[config.mk]
export PLATFORM = sky130hd
export DESIGN_NAME = sobel_ctrl
export DESIGN_NICKNAME = d
export VERILOG_FILES = /design/src/rtl/sobel_pkg.sv /design/src/rtl/sobel_ctrl.sv
export SDC_FILE = /design/constraint.sdc
export NUM_CORES = 1
export LEC_CHECK = 0
export BUFFER_PORTS_ARGS = -buffer_cell sky130_fd_sc_hd__buf_2
export CAP_MARGIN = 0
export CORE_MARGIN = 2
export CORE_UTILIZATION = 50
export CTS_CLUSTER_SIZE = 12
export DETAILED_ROUTE_END_ITERATION = 16
export PLACE_DENSITY_LB_ADDON = 0.12
export REMOVE_ABC_BUFFERS = 1
export SYNTH_ARGS = -nofsm -noshare
export SYNTH_HDL_FRONTEND = slang
export SYNTH_SLANG_ARGS = --single-unit
[constraint.sdc]
create_clock -name clk -period 8.4 [get_ports clk]
set_input_delay 0.84 -clock clk [delete_from_list [all_inputs] [get_ports clk]]
set_output_delay 0.84 -clock clk [all_outputs]
set_load 0.1 [all_outputs]
[src/rtl/sobel_pkg.sv]
// Shared types and constants of the Sobel edge threshold block.
package sobel_pkg;

    // Field and register widths
    localparam int PIX_W      = 8;
    localparam int FW_W       = 11;
    localparam int FH_W       = 12;
    localparam int THR_W      = 8;
    localparam int THR_SQ_W   = 2 * THR_W;
    localparam int ROW_W      = 13;
    localparam int KERNEL     = 3;
    localparam int CFG_IDX_W  = 2;
    localparam int CFG_DATA_W = 12;

    // Register indexes on the configuration port
    localparam logic [CFG_IDX_W-1:0] CFG_FRAME_WIDTH    = 2'd0;
    localparam logic [CFG_IDX_W-1:0] CFG_FRAME_HEIGHT   = 2'd1;
    localparam logic [CFG_IDX_W-1:0] CFG_EDGE_THRESHOLD = 2'd2;

    // Register values after reset
    localparam int FRAME_WIDTH_RST    = 640;
    localparam int FRAME_HEIGHT_RST   = 480;
    localparam int EDGE_THRESHOLD_RST = 128;

    // Result codes
    localparam logic [PIX_W-1:0] EDGE_ON  = 8'd255;
    localparam logic [PIX_W-1:0] EDGE_OFF = 8'd0;

    // What an accepted request does to the window and the line stores
    typedef enum logic [1:0] {
        KIND_FIRST,   // pixel of the top row: replicated upward
        KIND_INNER,   // pixel of a later row
        KIND_FLUSH,   // padding below the frame: bottom row replicated
        KIND_FINAL    // closes the frame with its last pixel
    } kind_t;

    typedef logic [PIX_W-1:0] pix_t;

    // One window column, index 0 is the oldest row
    typedef pix_t [KERNEL-1:0] col_t;

    // Pair of line store entries at one column
    typedef struct packed {
        pix_t older;
        pix_t newer;
    } line_pair_t;

    // Decoded request handed from the position tracker to the window
    typedef struct packed {
        kind_t kind;
        logic  emit_prev;  // close the previous row's last pixel
        logic  emit_cur;   // complete the pixel left of this column
        logic  wide;       // frame is at least two pixels wide
        logic  col_ge2;    // column has two columns to its left
        pix_t  pixel;
    } item_t;

    // Neighbourhood of one output pixel
    typedef struct packed {
        col_t left;
        col_t mid;
        col_t right;
        logic last;
    } win_item_t;

endpackage

[src/rtl/sobel_ctrl.sv]
// Position tracker: column and row counters and request decoding.
module sobel_ctrl #(
    parameter int COL_W = 10
) (
    input  logic                          clk,
    input  logic                          rst_n,
    input  logic                          accept,
    input  logic                          action,
    input  logic [sobel_pkg::PIX_W-1:0]   pixel_in,
    input  logic [COL_W-1:0]              width_last,
    input  logic [sobel_pkg::FH_W-1:0]    height,
    output logic                          load,
    output logic [COL_W-1:0]              col,
    output sobel_pkg::item_t              item
);

    logic [COL_W-1:0]             col_reg;
    logic [COL_W-1:0]             col_next;
    logic [sobel_pkg::ROW_W-1:0]  row_reg;
    logic [sobel_pkg::ROW_W-1:0]  row_next;
    logic [sobel_pkg::ROW_W-1:0]  height_x;
    logic                         flushing;
    logic                         final_item;
    logic                         drop;
    logic                         row_end;

    // Decode the request against the current position
    always_comb
    begin
        height_x   = {1'b0, height};
        flushing   = (row_reg >= height_x);
        final_item = (row_reg > height_x);
        drop       = !flushing && action;
        col        = (col_reg > width_last) ? width_last : col_reg;
        row_end    = (col == width_last);
        load       = accept && !drop;

        if (final_item)
            item.kind = sobel_pkg::KIND_FINAL;
        else if (flushing)
            item.kind = sobel_pkg::KIND_FLUSH;
        else if (row_reg == '0)
            item.kind = sobel_pkg::KIND_FIRST;
        else
            item.kind = sobel_pkg::KIND_INNER;

        item.emit_prev = !final_item && (col == '0) && (row_reg >= sobel_pkg::ROW_W'(2));
        item.emit_cur  = !final_item && (col != '0) && (row_reg != '0);
        item.wide      = (width_last != '0);
        item.col_ge2   = (col > COL_W'(1));
        item.pixel     = pixel_in;
    end

    // Advance the column, wrap into the next row, clear after the frame
    always_comb
    begin
        col_next = col_reg;
        row_next = row_reg;
        if (load)
        begin
            if (final_item)
            begin
                col_next = '0;
                row_next = '0;
            end
            else if (row_end)
            begin
                col_next = '0;
                row_next = row_reg + sobel_pkg::ROW_W'(1);
            end
            else
            begin
                col_next = col + COL_W'(1);
            end
        end
    end

    always_ff @(posedge clk or negedge rst_n)
    begin
        if (!rst_n)
        begin
            col_reg <= '0;
            row_reg <= '0;
        end
        else
        begin
            col_reg <= col_next;
            row_reg <= row_next;
        end
    end

endmodule

==> summary.txt <==
Route
  – First-iteration detailed-routing DRC count: 166
  – Drt drc: 0
  – Vias: 2140
  – Avg WL per Cell: 14.8 um
  – Overall routed net length: 5.60 mm
  – DRT antenna net count: 0
  – Pre-antenna DRT Iters: 4
  – Vias per std cell: 5.65

Layout
  – Fill count: 439
  – Share of layout cells above drive strength 1: 0.206
  – Final #Nets: 388
  – Register cell area after layout: 576 um^2
  – Max reg flops: 13
  – Area delta synth->final: 9.87%
  – Ant. Diodes: 0
  – Post-route cell area: 2610 um^2
  – Area of the multi-input gates: 1560 um^2

STA
  – Crit path time final: 4.39 ns
  – Slew Viols, Final: 0
  – Fmax: 228 MHz
  – Final Cycle Share: 0.523
  – Final Hold Fails: 0
  – Setup tns final: 0 ns
  – Finish-stage setup viols: 0
  – Slew margin rel.: 0.590
  – Worst hold margin: 0.543 ns
  – Fin Clk Skew: 0.00531 ns
  – RSZ-0062 raised after global routing: false
  – Worst slew pin tran: 0.612 ns

Setup path
  – Arr. time, crit path: 3.55 ns
  – Family with the most delay on the worst path: buffers and inverters
  – Worst Path Max Fanout: 18
  – CP max stage delay: 0.45 ns
  – CP Class: in -> out
  – CP Cell Sequence: buf_2, inv_1, ha_1, nand4_1, a211oi_2, a211oi_4, nor2_4, mux2i_2, inv_1, ha_1, o21ai_0, buf_2
  – Worst setup SP type: input pin
  – Critical Path RT: 7.56 ns
  – CP max-delay cell: buf_2
  – Crit path capture type: output pin
  – Critical path buffers and inverters: 4

Clock network
  – Sink Count: 23
  – Hold_buf cts: 0
  – Root Buffer: clkbuf_8
  – Clk_lat worst skew: 0.26 ns
  – # Post-CTS Setup Buffers: 0
  – CTS tree: yes
  – Post-CTS sizing: 0
  – CTS Buf Count: 3
  – Clk slew on worst S/H paths: 0.08 ns
  – Worst-case clock buffer depth: 2
  – Htree depth: 1

Yosys
  – Post-Synth Simple-Gate Area: 0.225
  – Syn avg cell area: 8.09 um^2
  – Synth unique cells: 48
  – Post-synthesis sequential area ratio: 0.243
  – Ys Warns: 0
  – Post-synth EDFFs: 0
  – Synth top cells by count: 34 x inv_1, 33 x o21ai_0, 28 x ha_1
  – Cell taking the most area after synthesis: dfrtp_1
  – Leading post-synthesis cells by cell area: dfrtp_1 24%, ha_1 15%, o21ai_0 7.0%
  – Synth Instances: 293
  – Synth Area in Adders: 0.148
  – Synthesized area: 2370 um^2
  – Mux share of post-synthesis cell area: 0.0401
  – Share of the synthesized area in the top cell type: 0.243
  – XOR/XNOR share of the synthesized area: 0.0369
  – Compound-Gate Fraction of Synth Area: 0.208
  – Register bit count reported by yosys: 23
  – Post-synthesis async set-or-reset flop share: 1.00
  – Top_reg_cell synth: dfrtp_1
  – Most frequent cell after synthesis: inv_1
  – Largest family of logic cells by synthesized area: simple AND/OR/NAND/NOR gates

Global routing
  – Largest net degree at the start of global routing: 24
  – Vias in the first global route: 2014
  – GR Overflow Total: 0
  – First-pass GRT wire length: 9.78 mm
  – Initial antenna violation count: 0
  – GR Util All Layers: 0.230

Hold path
  – Hold Path Class: in -> async

Placement
  – Placer Congestion: 0.833
  – DP Area: 2560 um^2
  – Count of input and output buffers: 42
  – HPWL Detailed: 4.42 mm

Floorplanning
  – Site Rows: 25
  – # IOs: 59
  – Chip height: 72.9 um
  – Die ar.: 5310 um^2
  – Starting density of the core: 0.509
  – Core area: 4660 um^2
  – Die W: 72.9 um

Power and ir drop
  – Maximum vdd ir drop: 0.000197 V
  – Total Power: 0.000738 W
  – Pwr Density: 283 nW/um^2
  – Lkg Pwr: 1.30 nW

Run status
  – Status: finished clean

Run
  – Maxcap violations: 0
==> per-stage QoR <==
stage	util	worst slack (ns)	cells
after CTS	0.559	3.97	379
final	0.559	4.01	379
after floorplan	-	2.29	277
after detailed placement	0.549	3.97	375
after global placement	0.549	3.99	375
after global routing	0.559	3.70	379
==> path summary, 6_finish.rpt <==
path	start	to	slack, ns	cells past startpoint
min in group clk	row_reg[3]	row_reg[3]	0.57	1
worst min-delay path	rst_n	row_reg[12]	0.54	1
worst max register to register	col_reg[5]	col_reg[6]	5.07	13
worst max-delay path	width_last[9]	item[8]	4.01	12
max in group asynchronous	rst_n	row_reg[1]	7.50	1
worst min register to register	row_reg[3]	row_reg[3]	0.57	1
==> per-layer routing <==
metal / vias up / track usage / wire length, um
met4: 0 / 0.0288 / 12
met1: 985 / 0.358 / 2830
li1: 1106 / - / -
met2: 47 / 0.337 / 2470
met5: - / 0 / 0
met3: 2 / 0.0442 / 285
==> area by class of cell <==
| cell class | instances | share of cell area |
|---|---|---|
| Sequential cell | 23 | 0.221 |
| Timing Repair Buffer | 44 | 0.0865 |
| Clock buffer | 4 | 0.0173 |
| Inverter | 35 | 0.0504 |
| Tap cell | 54 | 0.0259 |
| Multi-Input combinational cell | 219 | 0.599 |
==> cells by family after synthesis <==
| family | count (synthesis) |
|---|---|
| XOR/XNOR | 10 |
| AND/OR/NAND/NOR | 95 |
| AO/OA/AOI/OAI | 78 |
| flip-flops | 23 |
| buffers and inverters | 51 |
| multiplexers | 8 |
| adder cells (fa/ha/maj) | 28 |
==> power breakdown <==
part	switching (W)	internal (W)
Clock	0.0000344	0.0000338
Sequential	0.0000396	0.000132
Combinational	0.000379	0.000120
Total	0.000453	0.000286
==> cell usage in the layout, fill, tap and decap left out, types with 2 or more instances in the layout <==
cell / synthesis / final
ha_1: 28 / 28
o31ai_1: 2 / 2
nand4_1: 6 / 6
xor2_1: 8 / 8
a41oi_1: 2 / 2
mux2_2: 4 / 4
a22o_1: 3 / 3
nor2b_1: 2 / 2
nor4_2: 2 / 2
o21ai_0: 33 / 33
dfrtp_1: 23 / 23
buf_2: 5 / 42
nand3_1: 11 / 11
and3_1: 10 / 10
and2_1: 2 / 2
nand2b_1: 11 / 11
nand2_1: 19 / 19
o211ai_1: 2 / 2
xnor2_1: 2 / 2
nor3_2: 3 / 3
nor2_1: 10 / 10
nor3_1: 5 / 5
nor4_1: 8 / 8
o2bb2ai_1: 4 / 4
o41ai_1: 2 / 2
a21oi_1: 21 / 21
clkbuf_8: 0 / 3
buf_4: 10 / 2
inv_1: 34 / 34
o21ai_2: 2 / 2
==> worst register-to-register path: stages (launching register included) <==
cell	delay (ns)
dfrtp_1	0.48
ha_1	0.36
nand4_1	0.15
a211oi_2	0.30
a211oi_4	0.10
nor2_4	0.41
mux2i_2	0.35
inv_1	0.12
ha_1	0.27
nand2_1	0.12
nor2_1	0.07
and2_1	0.19
nor2b_1	0.13
a22o_1	0.18
No activity file was read; power rests on OpenSTA's default activity.
