--- config.mk ---
export PLATFORM = sky130hd
export DESIGN_NAME = sobel_window
export DESIGN_NICKNAME = d
export VERILOG_FILES = /design/src/rtl/sobel_pkg.sv /design/src/rtl/sobel_window.sv
export SDC_FILE = /design/constraint.sdc
export NUM_CORES = 1
export LEC_CHECK = 0
export BUFFER_PORTS_ARGS = -buffer_cell sky130_fd_sc_hd__buf_2
export CAP_MARGIN = 10
export CORE_MARGIN = 2
export CORE_UTILIZATION = 35
export DETAILED_ROUTE_END_ITERATION = 7
export REMOVE_ABC_BUFFERS = 1
export SLEW_MARGIN = 20
export SYNTH_ARGS = -nofsm -noshare
export SYNTH_HDL_FRONTEND = slang
export SYNTH_SLANG_ARGS = --single-unit
--- constraint.sdc ---
create_clock -name clk -period 8.3 [get_ports clk]
set_clock_uncertainty 0.1 [all_clocks]
set_input_delay 1.66 -clock clk [delete_from_list [all_inputs] [get_ports clk]]
set_output_delay 1.66 -clock clk [all_outputs]
set_load 0.02 [all_outputs]
--- src/rtl/sobel_pkg.sv ---
// Shared types and constants of the Sobel edge threshold block.
package sobel_pkg;

    // Field and register widths
    localparam int PIX_W      = 8;
    localparam int FW_W       = 11;
    localparam int FH_W       = 12;
    localparam int THR_W      = 8;
    localparam int THR_SQ_W   = 2 * THR_W;
    localparam int ROW_W      = 13;
    localparam int KERNEL     = 3;
    localparam int CFG_IDX_W  = 2;
    localparam int CFG_DATA_W = 12;

    // Register indexes on the configuration port
    localparam logic [CFG_IDX_W-1:0] CFG_FRAME_WIDTH    = 2'd0;
    localparam logic [CFG_IDX_W-1:0] CFG_FRAME_HEIGHT   = 2'd1;
    localparam logic [CFG_IDX_W-1:0] CFG_EDGE_THRESHOLD = 2'd2;

    // Register values after reset
    localparam int FRAME_WIDTH_RST    = 640;
    localparam int FRAME_HEIGHT_RST   = 480;
    localparam int EDGE_THRESHOLD_RST = 128;

    // Result codes
    localparam logic [PIX_W-1:0] EDGE_ON  = 8'd255;
    localparam logic [PIX_W-1:0] EDGE_OFF = 8'd0;

    // What an accepted request does to the window and the line stores
    typedef enum logic [1:0] {
        KIND_FIRST,   // pixel of the top row: replicated upward
        KIND_INNER,   // pixel of a later row
        KIND_FLUSH,   // padding below the frame: bottom row replicated
        KIND_FINAL    // closes the frame with its last pixel
    } kind_t;

    typedef logic [PIX_W-1:0] pix_t;

    // One window column, index 0 is the oldest row
    typedef pix_t [KERNEL-1:0] col_t;

    // Pair of line store entries at one column
    typedef struct packed {
        pix_t older;
        pix_t newer;
    } line_pair_t;

    // Decoded request handed from the position tracker to the window
    typedef struct packed {
        kind_t kind;
        logic  emit_prev;  // close the previous row's last pixel
        logic  emit_cur;   // complete the pixel left of this column
        logic  wide;       // frame is at least two pixels wide
        logic  col_ge2;    // column has two columns to its left
        pix_t  pixel;
    } item_t;

    // Neighbourhood of one output pixel
    typedef struct packed {
        col_t left;
        col_t mid;
        col_t right;
        logic last;
    } win_item_t;

endpackage

--- src/rtl/sobel_window.sv ---
// Window stage: builds each new column, shifts the 3x3 window, picks neighbourhoods.
module sobel_window #(
    parameter int COL_W = 10
) (
    input  logic                   clk,
    input  logic                   rst_n,
    input  logic                   load,
    input  sobel_pkg::item_t       item,
    input  logic [COL_W-1:0]       col,
    input  logic [2*sobel_pkg::PIX_W-1:0] rd_data,
    output logic                   ready,
    output logic                   wr_en,
    output logic [COL_W-1:0]       wr_addr,
    output logic [2*sobel_pkg::PIX_W-1:0] wr_data,
    output logic                   win_valid,
    output sobel_pkg::win_item_t   win_item,
    input  logic                   win_ready
);

    logic                    s1_valid_reg;
    sobel_pkg::item_t        s1_item_reg;
    logic [COL_W-1:0]        s1_col_reg;
    sobel_pkg::col_t         win_reg [sobel_pkg::KERNEL];
    logic                    s2_valid_reg;
    sobel_pkg::win_item_t    s2_item_reg;

    sobel_pkg::line_pair_t   pair;
    sobel_pkg::line_pair_t   pair_next;
    sobel_pkg::col_t         v;
    sobel_pkg::win_item_t    sel;
    logic                    push;
    logic                    store;
    logic                    emit;
    logic                    s1_go;
    logic                    s2_free;

    // Form the incoming column and the line store update
    always_comb
    begin
        pair      = sobel_pkg::line_pair_t'(rd_data);
        pair_next = pair;
        v         = '0;
        push      = 1'b1;
        store     = 1'b0;
        case (s1_item_reg.kind)
            sobel_pkg::KIND_FIRST:
            begin
                v         = {s1_item_reg.pixel, s1_item_reg.pixel, s1_item_reg.pixel};
                pair_next = '{older: s1_item_reg.pixel, newer: s1_item_reg.pixel};
                store     = 1'b1;
            end
            sobel_pkg::KIND_INNER:
            begin
                v         = {s1_item_reg.pixel, pair.newer, pair.older};
                pair_next = '{older: pair.newer, newer: s1_item_reg.pixel};
                store     = 1'b1;
            end
            sobel_pkg::KIND_FLUSH:
            begin
                v = {pair.newer, pair.newer, pair.older};
            end
            sobel_pkg::KIND_FINAL:
            begin
                push = 1'b0;
            end
            default:
            begin
                push = 1'b0;
            end
        endcase
    end

    // Pick the neighbourhood; row ends replicate the rightmost column
    always_comb
    begin
        emit = (s1_item_reg.kind == sobel_pkg::KIND_FINAL)
            || s1_item_reg.emit_prev || s1_item_reg.emit_cur;
        if (s1_item_reg.emit_cur)
        begin
            sel.left  = s1_item_reg.col_ge2 ? win_reg[1] : win_reg[2];
            sel.mid   = win_reg[2];
            sel.right = v;
        end
        else
        begin
            sel.left  = s1_item_reg.wide ? win_reg[1] : win_reg[2];
            sel.mid   = win_reg[2];
            sel.right = win_reg[2];
        end
        sel.last = (s1_item_reg.kind == sobel_pkg::KIND_FINAL);
    end

    // Handshake between the two stages
    assign s2_free = !s2_valid_reg || win_ready;
    assign s1_go   = s1_valid_reg && (!emit || s2_free);
    assign ready   = !s1_valid_reg || s1_go;

    assign wr_en   = s1_go && store;
    assign wr_addr = s1_col_reg;
    assign wr_data = pair_next;

    // Hold the decoded request and its column
    always_ff @(posedge clk or negedge rst_n)
    begin
        if (!rst_n)
            s1_valid_reg <= 1'b0;
        else if (ready)
            s1_valid_reg <= load;
    end

    always_ff @(posedge clk)
    begin
        if (ready && load)
        begin
            s1_item_reg <= item;
            s1_col_reg  <= col;
        end
    end

    // Shift the window by one column
    always_ff @(posedge clk or negedge rst_n)
    begin
        if (!rst_n)
        begin
            for (int i = 0; i < sobel_pkg::KERNEL; i++)
                win_reg[i] <= '0;
        end
        else if (s1_go && push)
        begin
            win_reg[0] <= win_reg[1];
            win_reg[1] <= win_reg[2];
            win_reg[2] <= v;
        end
    end

    // Register the neighbourhood for the gradient stages
    always_ff @(posedge clk or negedge rst_n)
    begin
        if (!rst_n)
            s2_valid_reg <= 1'b0;
        else if (s2_free)
            s2_valid_reg <= s1_go && emit;
    end

    always_ff @(posedge clk)
    begin
        if (s2_free && s1_go && emit)
            s2_item_reg <= sel;
    end

    assign win_valid = s2_valid_reg;
    assign win_item  = s2_item_reg;

endmodule

==> metrics.yaml <==
fin_crit_sh: 0.532
crit_fanout: 18
fin_nets: 632
hp-class: "flop to flop"
power.density_mw_per_mm2: 292
critPathKind: "input pin to primary output"
cts.hold.buffers_added: 0
final_util: 0.449
maxCapViolCount: 0
vdd_drop_max_uv: 145
slew_viol_final: 0
clkTransAtPathRegs_ns: 0.06
ant_nets: 0
r2r.worst_path.cells: 4
tightest_slew_ns: 0.958
cts_tree: "yes"
yosysSeqAreaShare: 0.686
viasPerCell: 4.99
fin_hold_ws_ns: 0.366
grt_pass1_vias: 4178
synth_area_per_cell_um2: 13.8
end_kind: "primary output"
cts_sinks: 147
synth.distinct_cells: 28
drtIter0Drc: 236
area.sequential_mm2: 0.00416
syn2layout_area_growth_pct: 26.8
arrival_ns: 2.65
multiInputGateArea_mm2: 0.00172
drt-pass1-iter-count: 4
antenna_found_initial: 2
syn_area_mm2: 0.00607
die_width_um: 136
status: "finished clean"
cts_setup_buffers: 0
ioPinCount: 146
switching_power_mw: 0.605
pwr-share-seq: 0.458
syn_inst: 441
drt-total-wl_mm: 14.6
hpwlAfterDp_mm: 9.18
fp.coreArea_mm2: 0.0171
wl_per_cell_um: 17.6
p_total_mw: 2.25
drc: 0
dr_total_vias: 4129
start_util: 0.354
cp.required_ns: 6.54
period_needed_ns: 4.42
h-tree-depth: 4
slew_headroom: 0.362
ctsRootBufferMaster: "clkbuf_16"
rsz0062_at_grt: "no"
grt_pass1_wl_mm: 22.6
pwr-share-clk: 0.367
clockBufferDepth: 2
largest_reg_flops: 73
whs_path_depth: 0
grt_start_max_net_pins: 74
fin_setup_tns_ns: 0
track_usage: 0.164
hold_violations: 0
gp_congestion: 0.759
fmax_ghz: 0.227
ys_ff_latch: 147
p_leak_nw: 3.16
netSwitchingFraction: 0.269
portBuffers: 145
grt_overflow: 0
dieArea_mm2: 0.0184
clock_latency_ns: 0.42
combPwrFrac: 0.175
ys_warn_count: 0
cts_resized: 0
die_h_um: 136
nFillCells: 1610
setup_viol: 0
rows: 48
crit_path_start_kind: "input pin"
p_int_mw: 1.64
drive_gt1_frac: 0.321
cts_made_buffers: 17
cells by family (layout without fill, tap and decap cells):
logic type / after synthesis / in the layout / share of synthesized area
DFF: 147 / 147 / 0.686
and+or+nand+nor: 101 / 101 / 0.0741
AOI/OAI and AO/OA: 100 / 100 / 0.117
muxes: 49 / 49 / 0.0897
buffers and inverters: 44 / 204 / 0.0328
other: 0 / 2 / 0
routing by layer:
metal | wire length [um] | GRT usage | part of all wire
met5 | 0 | 0 | 0
met4 | 225 | 0.0584 | 0.015
met3 | 1240 | 0.0587 | 0.085
met2 | 7000 | 0.268 | 0.48
met1 | 6090 | 0.202 | 0.42
layout by cell type (no fill, tap or decap), types with 2 or more instances in the layout:
| master | synthesis | layout |
|---|---|---|
| nand2b_1 | 3 | 3 |
| a32o_1 | 16 | 16 |
| mux2_1 | 40 | 40 |
| nor3_1 | 8 | 8 |
| o21ai_1 | 8 | 8 |
| edfxtp_1 | 97 | 97 |
| clkbuf_16 | 0 | 17 |
| clkbuf_1 | 11 | 4 |
| inv_2 | 4 | 4 |
| a221o_1 | 16 | 16 |
| buf_4 | 3 | 9 |
| nor2_1 | 58 | 57 |
| a211oi_1 | 8 | 8 |
| inv_1 | 13 | 13 |
| a21oi_1 | 40 | 40 |
| buf_2 | 12 | 145 |
| dfrtp_1 | 50 | 50 |
| nor2_2 | 2 | 2 |
| bufinv_16 | 0 | 5 |
| nand2_1 | 11 | 11 |
| clkinv_4 | 0 | 2 |
| mux2i_1 | 8 | 8 |
| o22ai_1 | 8 | 8 |
| diode_2 | 0 | 2 |
| clkinv_2 | 0 | 2 |
| nor2b_1 | 18 | 17 |
metrics by stage:
stage | area (um2) | instances | setup slack [ns]
3_3_place_gp | 7020 | 793 | 3.90
6_report | 7690 | 828 | 3.89
2_1_floorplan | 5930 | 414 | 2.93
5_1_grt | 7690 | 827 | 3.82
3_5_place_dp | 7020 | 793 | 3.88
4_1_cts | 7660 | 825 | 3.89
cell usage after synthesis:
cell | number | area [um2]
a21oi_1 | 40 | 200
o211ai_1 | 1 | 7.51
a32o_1 | 16 | 160
o21ai_2 | 1 | 8.76
buf_6 | 1 | 11.3
o22ai_1 | 8 | 50.1
nor2_2 | 2 | 12.5
mux2i_1 | 8 | 80.1
nor2b_1 | 18 | 113
mux2i_2 | 1 | 13.8
a211oi_1 | 8 | 60.1
a221o_1 | 16 | 160
and2_1 | 1 | 6.26
buf_2 | 12 | 60.1
nand2b_1 | 3 | 18.8
o21ai_1 | 8 | 40.0
dfrtp_1 | 50 | 1250
inv_1 | 13 | 48.8
inv_2 | 4 | 15.0
clkbuf_1 | 11 | 41.3
o31ai_1 | 1 | 7.51
nor2_1 | 58 | 218
buf_4 | 3 | 22.5
o21a_4 | 1 | 15.0
edfxtp_1 | 97 | 2910
nor3_1 | 8 | 40.0
nand2_1 | 11 | 41.3
mux2_1 | 40 | 450
cell type report:
type,instances,share of cell area
diodes,2,0.000651
clock inverters,10,0.0236
flip-flops and latches,147,0.541
inverters,17,0.00830
multi-input cells,250,0.224
repair buffers,155,0.107
clock buffers,22,0.0590
well taps,225,0.0366
path summary, 6_finish.rpt:
| kind | start | end | slack, ns |
|---|---|---|---|
| worst max-delay path | win_ready | wr_en | 3.89 |
| worst min-delay path | win_reg[17] | win_item[42] | 0.37 |
| worst max register to register | s1_item_reg[10] | win_item[15] | 5.37 |
| worst min register to register | win_reg[17] | win_item[42] | 0.37 |
| max in group asynchronous | rst_n | win_reg[46] | 6.33 |
| min in group asynchronous | rst_n | win_reg[23] | 1.26 |
worst max-delay path, stage by stage:
cell      delay [ns]
buf_2           0.10
nand2b_1        0.20
o21ai_2         0.13
buf_4           0.29
nor2_1          0.08
buf_2           0.18
power by group through the flow:
stage / clock (mW) / combinational, mW / sequential [mW]
after floorplan: 0 / 0.185 / 1.10
after global placement: 0 / 0.384 / 1.04
after detailed placement: 0 / 0.394 / 1.04
after CTS: 0.843 / 0.396 / 1.03
after global routing: 0.869 / 0.431 / 1.05
final: 0.824 / 0.394 / 1.03
(Power assumes the default switching activity.)
