===== src/rtl/sobel_pkg.sv =====
// Shared types and constants of the Sobel edge threshold block.
package sobel_pkg;

    // Field and register widths
    localparam int PIX_W      = 8;
    localparam int FW_W       = 11;
    localparam int FH_W       = 12;
    localparam int THR_W      = 8;
    localparam int THR_SQ_W   = 2 * THR_W;
    localparam int ROW_W      = 13;
    localparam int KERNEL     = 3;
    localparam int CFG_IDX_W  = 2;
    localparam int CFG_DATA_W = 12;

    // Register indexes on the configuration port
    localparam logic [CFG_IDX_W-1:0] CFG_FRAME_WIDTH    = 2'd0;
    localparam logic [CFG_IDX_W-1:0] CFG_FRAME_HEIGHT   = 2'd1;
    localparam logic [CFG_IDX_W-1:0] CFG_EDGE_THRESHOLD = 2'd2;

    // Register values after reset
    localparam int FRAME_WIDTH_RST    = 640;
    localparam int FRAME_HEIGHT_RST   = 480;
    localparam int EDGE_THRESHOLD_RST = 128;

    // Result codes
    localparam logic [PIX_W-1:0] EDGE_ON  = 8'd255;
    localparam logic [PIX_W-1:0] EDGE_OFF = 8'd0;

    // What an accepted request does to the window and the line stores
    typedef enum logic [1:0] {
        KIND_FIRST,   // pixel of the top row: replicated upward
        KIND_INNER,   // pixel of a later row
        KIND_FLUSH,   // padding below the frame: bottom row replicated
        KIND_FINAL    // closes the frame with its last pixel
    } kind_t;

    typedef logic [PIX_W-1:0] pix_t;

    // One window column, index 0 is the oldest row
    typedef pix_t [KERNEL-1:0] col_t;

    // Pair of line store entries at one column
    typedef struct packed {
        pix_t older;
        pix_t newer;
    } line_pair_t;

    // Decoded request handed from the position tracker to the window
    typedef struct packed {
        kind_t kind;
        logic  emit_prev;  // close the previous row's last pixel
        logic  emit_cur;   // complete the pixel left of this column
        logic  wide;       // frame is at least two pixels wide
        logic  col_ge2;    // column has two columns to its left
        pix_t  pixel;
    } item_t;

    // Neighbourhood of one output pixel
    typedef struct packed {
        col_t left;
        col_t mid;
        col_t right;
        logic last;
    } win_item_t;

endpackage


===== src/rtl/sobel_if.sv =====


interface sobel_res_if;
    logic                     valid;
    logic                     ready;
    logic [sobel_pkg::PIX_W-1:0] edge_out;
    logic                     frame_last;

    modport source (output valid, output edge_out, output frame_last, input ready);
    modport sink   (input valid, input edge_out, input frame_last, output ready);
endinterface


===== src/rtl/sobel_grad.sv =====
// Gradient stages: Sobel sums, magnitudes, squares and the threshold compare.
module sobel_grad (
    input  logic                              clk,
    input  logic                              rst_n,
    input  logic                              win_valid,
    input  sobel_pkg::win_item_t              win_item,
    output logic                              win_ready,
    input  logic [sobel_pkg::THR_SQ_W-1:0]    thr_sq,
    sobel_res_if.source                       res
);

    localparam int SUM_W = sobel_pkg::PIX_W + 2;

    logic                                  s3_valid_reg;
    logic [sobel_pkg::PIX_W-1:0]           ax_reg;
    logic [sobel_pkg::PIX_W-1:0]           ay_reg;
    logic                                  s3_last_reg;
    logic                                  s4_valid_reg;
    logic [sobel_pkg::THR_SQ_W-1:0]        sqx_reg;
    logic [sobel_pkg::THR_SQ_W-1:0]        sqy_reg;
    logic                                  s4_last_reg;
    logic                                  out_valid_reg;
    logic [sobel_pkg::PIX_W-1:0]           edge_reg;
    logic                                  last_reg;

    logic [sobel_pkg::PIX_W-1:0]           ax;
    logic [sobel_pkg::PIX_W-1:0]           ay;
    logic [sobel_pkg::THR_SQ_W:0]          mag_sq;
    logic                                  out_take;
    logic                                  s4_free;
    logic                                  s3_free;

    // Weighted tap sum a + 2b + c
    function automatic logic [SUM_W-1:0] tap_sum(
        input logic [sobel_pkg::PIX_W-1:0] a,
        input logic [sobel_pkg::PIX_W-1:0] b,
        input logic [sobel_pkg::PIX_W-1:0] c
    );
        return {2'b00, a} + {1'b0, b, 1'b0} + {2'b00, c};
    endfunction

    // Absolute difference divided by four, half rounded up
    function automatic logic [sobel_pkg::PIX_W-1:0] mag_part(
        input logic [SUM_W-1:0] pos,
        input logic [SUM_W-1:0] neg
    );
        logic [SUM_W-1:0] a;
        logic [SUM_W-1:0] r;
        a = (pos >= neg) ? (pos - neg) : (neg - pos);
        r = a + SUM_W'(2);
        return r[SUM_W-1:2];
    endfunction

    // Horizontal and vertical gradient magnitudes
    always_comb
    begin
        ax = mag_part(tap_sum(win_item.left[0], win_item.left[1], win_item.left[2]),
                      tap_sum(win_item.right[0], win_item.right[1], win_item.right[2]));
        ay = mag_part(tap_sum(win_item.left[0], win_item.mid[0], win_item.right[0]),
                      tap_sum(win_item.left[2], win_item.mid[2], win_item.right[2]));
        mag_sq = {1'b0, sqx_reg} + {1'b0, sqy_reg};
    end

    // Stage handshake, filling bubbles ahead of a stalled result
    assign out_take  = !out_valid_reg || res.ready;
    assign s4_free   = !s4_valid_reg || out_take;
    assign s3_free   = !s3_valid_reg || s4_free;
    assign win_ready = s3_free;

    always_ff @(posedge clk or negedge rst_n)
    begin
        if (!rst_n)
        begin
            s3_valid_reg  <= 1'b0;
            s4_valid_reg  <= 1'b0;
            out_valid_reg <= 1'b0;
        end
        else
        begin
            if (s3_free)
                s3_valid_reg <= win_valid;
            if (s4_free)
                s4_valid_reg <= s3_valid_reg;
            if (out_take)
                out_valid_reg <= s4_valid_reg;
        end
    end

    // Magnitudes, squares, then the threshold decision
    always_ff @(posedge clk)
    begin
        if (s3_free && win_valid)
        begin
            ax_reg      <= ax;
            ay_reg      <= ay;
            s3_last_reg <= win_item.last;
        end
        if (s4_free && s3_valid_reg)
        begin
            sqx_reg     <= {{sobel_pkg::PIX_W{1'b0}}, ax_reg}
                         * {{sobel_pkg::PIX_W{1'b0}}, ax_reg};
            sqy_reg     <= {{sobel_pkg::PIX_W{1'b0}}, ay_reg}
                         * {{sobel_pkg::PIX_W{1'b0}}, ay_reg};
            s4_last_reg <= s3_last_reg;
        end
        if (out_take && s4_valid_reg)
        begin
            edge_reg <= (mag_sq >= {1'b0, thr_sq}) ? sobel_pkg::EDGE_ON : sobel_pkg::EDGE_OFF;
            last_reg <= s4_last_reg;
        end
    end

    assign res.valid      = out_valid_reg;
    assign res.edge_out   = edge_reg;
    assign res.frame_last = last_reg;

endmodule


===== src/flat_wrapper.sv =====
// flat-port wrapper written by rule: the top's interface ports become plain ports
module sobel_grad_flat 
  (clk, rst_n, win_valid, win_item, win_ready, thr_sq, res_valid, res_edge_out, res_frame_last, res_ready);
  sobel_res_if res_i ();
  input  logic clk;
  input  logic rst_n;
  input  logic win_valid;
  input  sobel_pkg::win_item_t win_item;
  output logic win_ready;
  input  logic [sobel_pkg::THR_SQ_W-1:0] thr_sq;
  output wire logic [$bits(res_i.valid)-1:0] res_valid;
  output wire logic [$bits(res_i.edge_out)-1:0] res_edge_out;
  output wire logic [$bits(res_i.frame_last)-1:0] res_frame_last;
  input wire logic [$bits(res_i.ready)-1:0] res_ready;
  assign res_valid = res_i.valid;
  assign res_edge_out = res_i.edge_out;
  assign res_frame_last = res_i.frame_last;
  assign res_i.ready = res_ready;
  sobel_grad u_core (.clk(clk), .rst_n(rst_n), .win_valid(win_valid), .win_item(win_item), .win_ready(win_ready), .thr_sq(thr_sq), .res(res_i));
endmodule

===== config.mk =====
export PLATFORM = sky130hd
export DESIGN_NAME = sobel_grad_flat
export DESIGN_NICKNAME = d
export VERILOG_FILES = /design/src/rtl/sobel_pkg.sv /design/src/rtl/sobel_if.sv /design/src/rtl/sobel_grad.sv /design/src/flat_wrapper.sv
export SDC_FILE = /design/constraint.sdc
export NUM_CORES = 1
export LEC_CHECK = 0
export BUFFER_PORTS_ARGS = -buffer_cell sky130_fd_sc_hd__buf_2
export CAP_MARGIN = 20
export CORE_MARGIN = 3
export CORE_UTILIZATION = 45
export DETAILED_ROUTE_END_ITERATION = 10
export HOLD_SLACK_MARGIN = 0.1
export PLACE_DENSITY = 0.66
export SKIP_CTS_REPAIR_TIMING = 1
export SLEW_MARGIN = 30
export SYNTH_ARGS = -nofsm -noshare
export SYNTH_HDL_FRONTEND = slang
export SYNTH_SLANG_ARGS = --single-unit

===== constraint.sdc =====
create_clock -name clk -period 4.24 [get_ports clk]
set_input_delay 0.848 -clock clk [delete_from_list [all_inputs] [get_ports clk]]
set_output_delay 0.848 -clock clk [all_outputs]
set_load 0.02 [all_outputs]

==> run_results.csv <==
group,metric,value,unit
yosys,synth_area_leaders,"ha_1, fa_1, edfxtp_1",
layout,drive_gt1_frac,0.356,
global_routing,grt_pass1_wl,37200,um
timing,hold_violations,0,
routing,ant_nets,0,
global_routing,grt_usage,0.185,
setup_path,max_stage_delay,0.51,ns
clocking,clk_latency,0.30,ns
layout,antenna_cells,0,
global_routing,grt_overflow,0,
routing,drt_iter0_drc,308,
layout,area_growth,34.6,%
floorplanning,chipHeight,155,um
global_routing,grt_pass1_vias,8421,
setup_path,path_class,"input pin to flop",
routing,via_per_inst,5.04,
status,violations,"setup timing",
yosys,synth_seq_area_share,0.158,
yosys,netlist_area,9990,sq um
yosys,synthArstFlopShare,0.0566,
status,outcome,"finished with violations",
timing,tightest_slew,0.777,ns
yosys,syn_nets,1437,
layout,fin_nets,1746,
layout,multi_input_area,8330,sq um
clocking,cts-root-buf,"clkbuf_16",
setup_path,path_buf_inv,1,
setup_path,critPathSlowestCell,"fa_1",
yosys,postSynthAreaPerCell,9.16,sq um
yosys,yosysWarningCount,0,
setup_path,crit_arrival,4.88,ns
setup_path,path_max_fanout,5,
layout,nFillCells,1760,
run,cap_violations,0,
yosys,synth_edf_count,50,
timing,fin_skew,0.00910,ns
routing,drc,0,
setup_path,start_kind,"input pin",
placement,dp_hpwl,19800,um
yosys,ys_ff_latch,53,
layout,seq_area,1580,sq um
timing,setup_slack,-0.584,ns
yosys,postSynthCellCount,1090,
global_routing,grt_max_degree,32,
setup_path,path_cells,"buf_2, fa_1, ha_1, a21o_1, a21oi_2, o21bai_1, a21oi_2, o21bai_1, a21oi_1, xor2_1, ha_1, o21a_1, a21oi_4, nand2_4, mux2i_1, xnor2_1, ha_4, and4b_1, or2_4, nand3_2, xnor2_1",
routing,vias,8440,
timing,drv_slew,0,
yosys,synth_top_area_frac,0.210,
routing,drt_wl_total,23500,um
timing,min_period_over_period,1.14,
timing,setup_viol,16,
clocking,cts_tree,"yes",
routing,firstDrtPassIters,4,
timing,period_needed,4.82,ns
floorplanning,num_rows,53,
yosys,ys_types,68,
worst_hold_path,holdCritPathClass,"input pin to async pin",
timing,fmax,207,MHz
floorplanning,io_pins,104,
setup_path,required,4.29,ns
floorplanning,die_w,155,um
placement,place_area,12400,sq um
timing,rsz0062_at_grt,"yes",
yosys,synth_flop_cell,"edfxtp_1",
yosys,yosys.area.top_type,"ha_1",
timing,maxSlewHeadroom,0.482,
global_routing,antenna_found_initial,0,
clocking,clk_pin_slew,0.07,ns
floorplanning,core,21400,sq um
clocking,cts.sink_count,53,
routing,wl_per_cell,14.0,um
setup_path,path_delay_family,"adder cells",
placement,port-buffer-count,95,
layout,postLayoutCellArea,13400,sq um
floorplanning,fp.dieArea,24000,sq um
clocking,clock_path_buffers,2,
clocking,cts_max_level,2,
floorplanning,start_util,0.466,
clocking,cts_buffers,5,
placement,globalplace.congestion,0.942,
setup_path,worstSetupEndpointType,"flop",
[cells by family after synthesis]
logic type	count (synthesis)	share of synthesized area
simple gates	236	0.125
xor+xnor	108	0.0947
buf+inv	205	0.0828
mux	10	0.0104
flops	53	0.158
fa+ha+maj	254	0.383
compound gates	224	0.147
[area by class of cell]
cell class                 instances  area share
clock buffer                       6     0.00959
clock inverter                     2     0.00289
inverter                         179      0.0524
multi-input combinational        832       0.620
sequential                        53       0.117
tap                              275      0.0256
timing repair buffer             328       0.173
[stage by stage]
stage	hold WS (ns)	util	worst slack, ns	std cells	TNS, ns
after floorplan	0.400	-	-0.846	1090	-8.80
after global placement	0.408	0.578	-0.950	1644	-12.93
after detailed placement	0.410	0.578	-1.07	1644	-14.67
after CTS	0.329	0.586	-0.751	1652	-9.80
after global routing	0.328	0.627	-0.801	1675	-10.23
final	0.329	0.627	-0.584	1675	-6.81
[placed cells by master (no fill, tap or decap), types with 12 or more instances in the layout]
cell type and count:
buf_4 220, inv_1 153, ha_1 145, buf_2 89, fa_1 74, xnor2_1 72, a21oi_1 51, edfxtp_1 50
nand2_1 43, nor2_1 39, and2_1 32, a21o_1 29, xor2_1 25, a21oi_2 21, inv_2 19, o21bai_1 18
ha_4 17, buf_6 17, nor3_1 15, nor2b_1 15, o21ai_1 13, nand3_1 13, and2_4 12, o21ai_0 12
fa_2 12
[path summary, 6_finish.rpt]
path                       slack [ns]               start  depth (start not counted)               endpoint
max in group asynchronous        3.81               rst_n                          1    u_core.s4_valid_reg
hold / removal                   0.33               rst_n                          1       u_core.res.valid
min in group clk                 0.42  u_core.s4_last_reg                          0  u_core.res.frame_last
hold reg to reg                  0.42  u_core.s4_last_reg                          0  u_core.res.frame_last
setup / recovery                -0.58        win_item[19]                         21       u_core.ay_reg[7]
setup reg to reg                 0.02    u_core.ax_reg[4]                         15     u_core.sqx_reg[14]
[metal layers]
| layer | track usage | up-vias | routed length (um) |
|---|---|---|---|
| met5 | 0 | - | 0 |
| li1 | - | 4297 | - |
| met4 | 0.0572 | 0 | 674 |
| met2 | 0.343 | 175 | 12200 |
| met1 | 0.226 | 3922 | 9920 |
| met3 | 0.0172 | 46 | 710 |
[cell usage after synthesis, types with 10 or more instances]
master and instances:
ha_1 168, o21ai_0 17, edfxtp_1 50, inv_1 179, nand3_1 14, nor3_1 17, o21ai_1 10, xnor2_1 80
clkbuf_1 10, o21bai_1 22, a31oi_1 14, and2_1 43, nor2b_1 20, xor2_1 28, nor2_1 43, fa_1 86
a21o_1 29, nand2_1 50, buf_4 10, a21oi_1 73, o21a_1 11
Power is left out: the tool's default activity adds up to more than one toggle a clock period on the data nets, which glitch-free logic cannot reach.
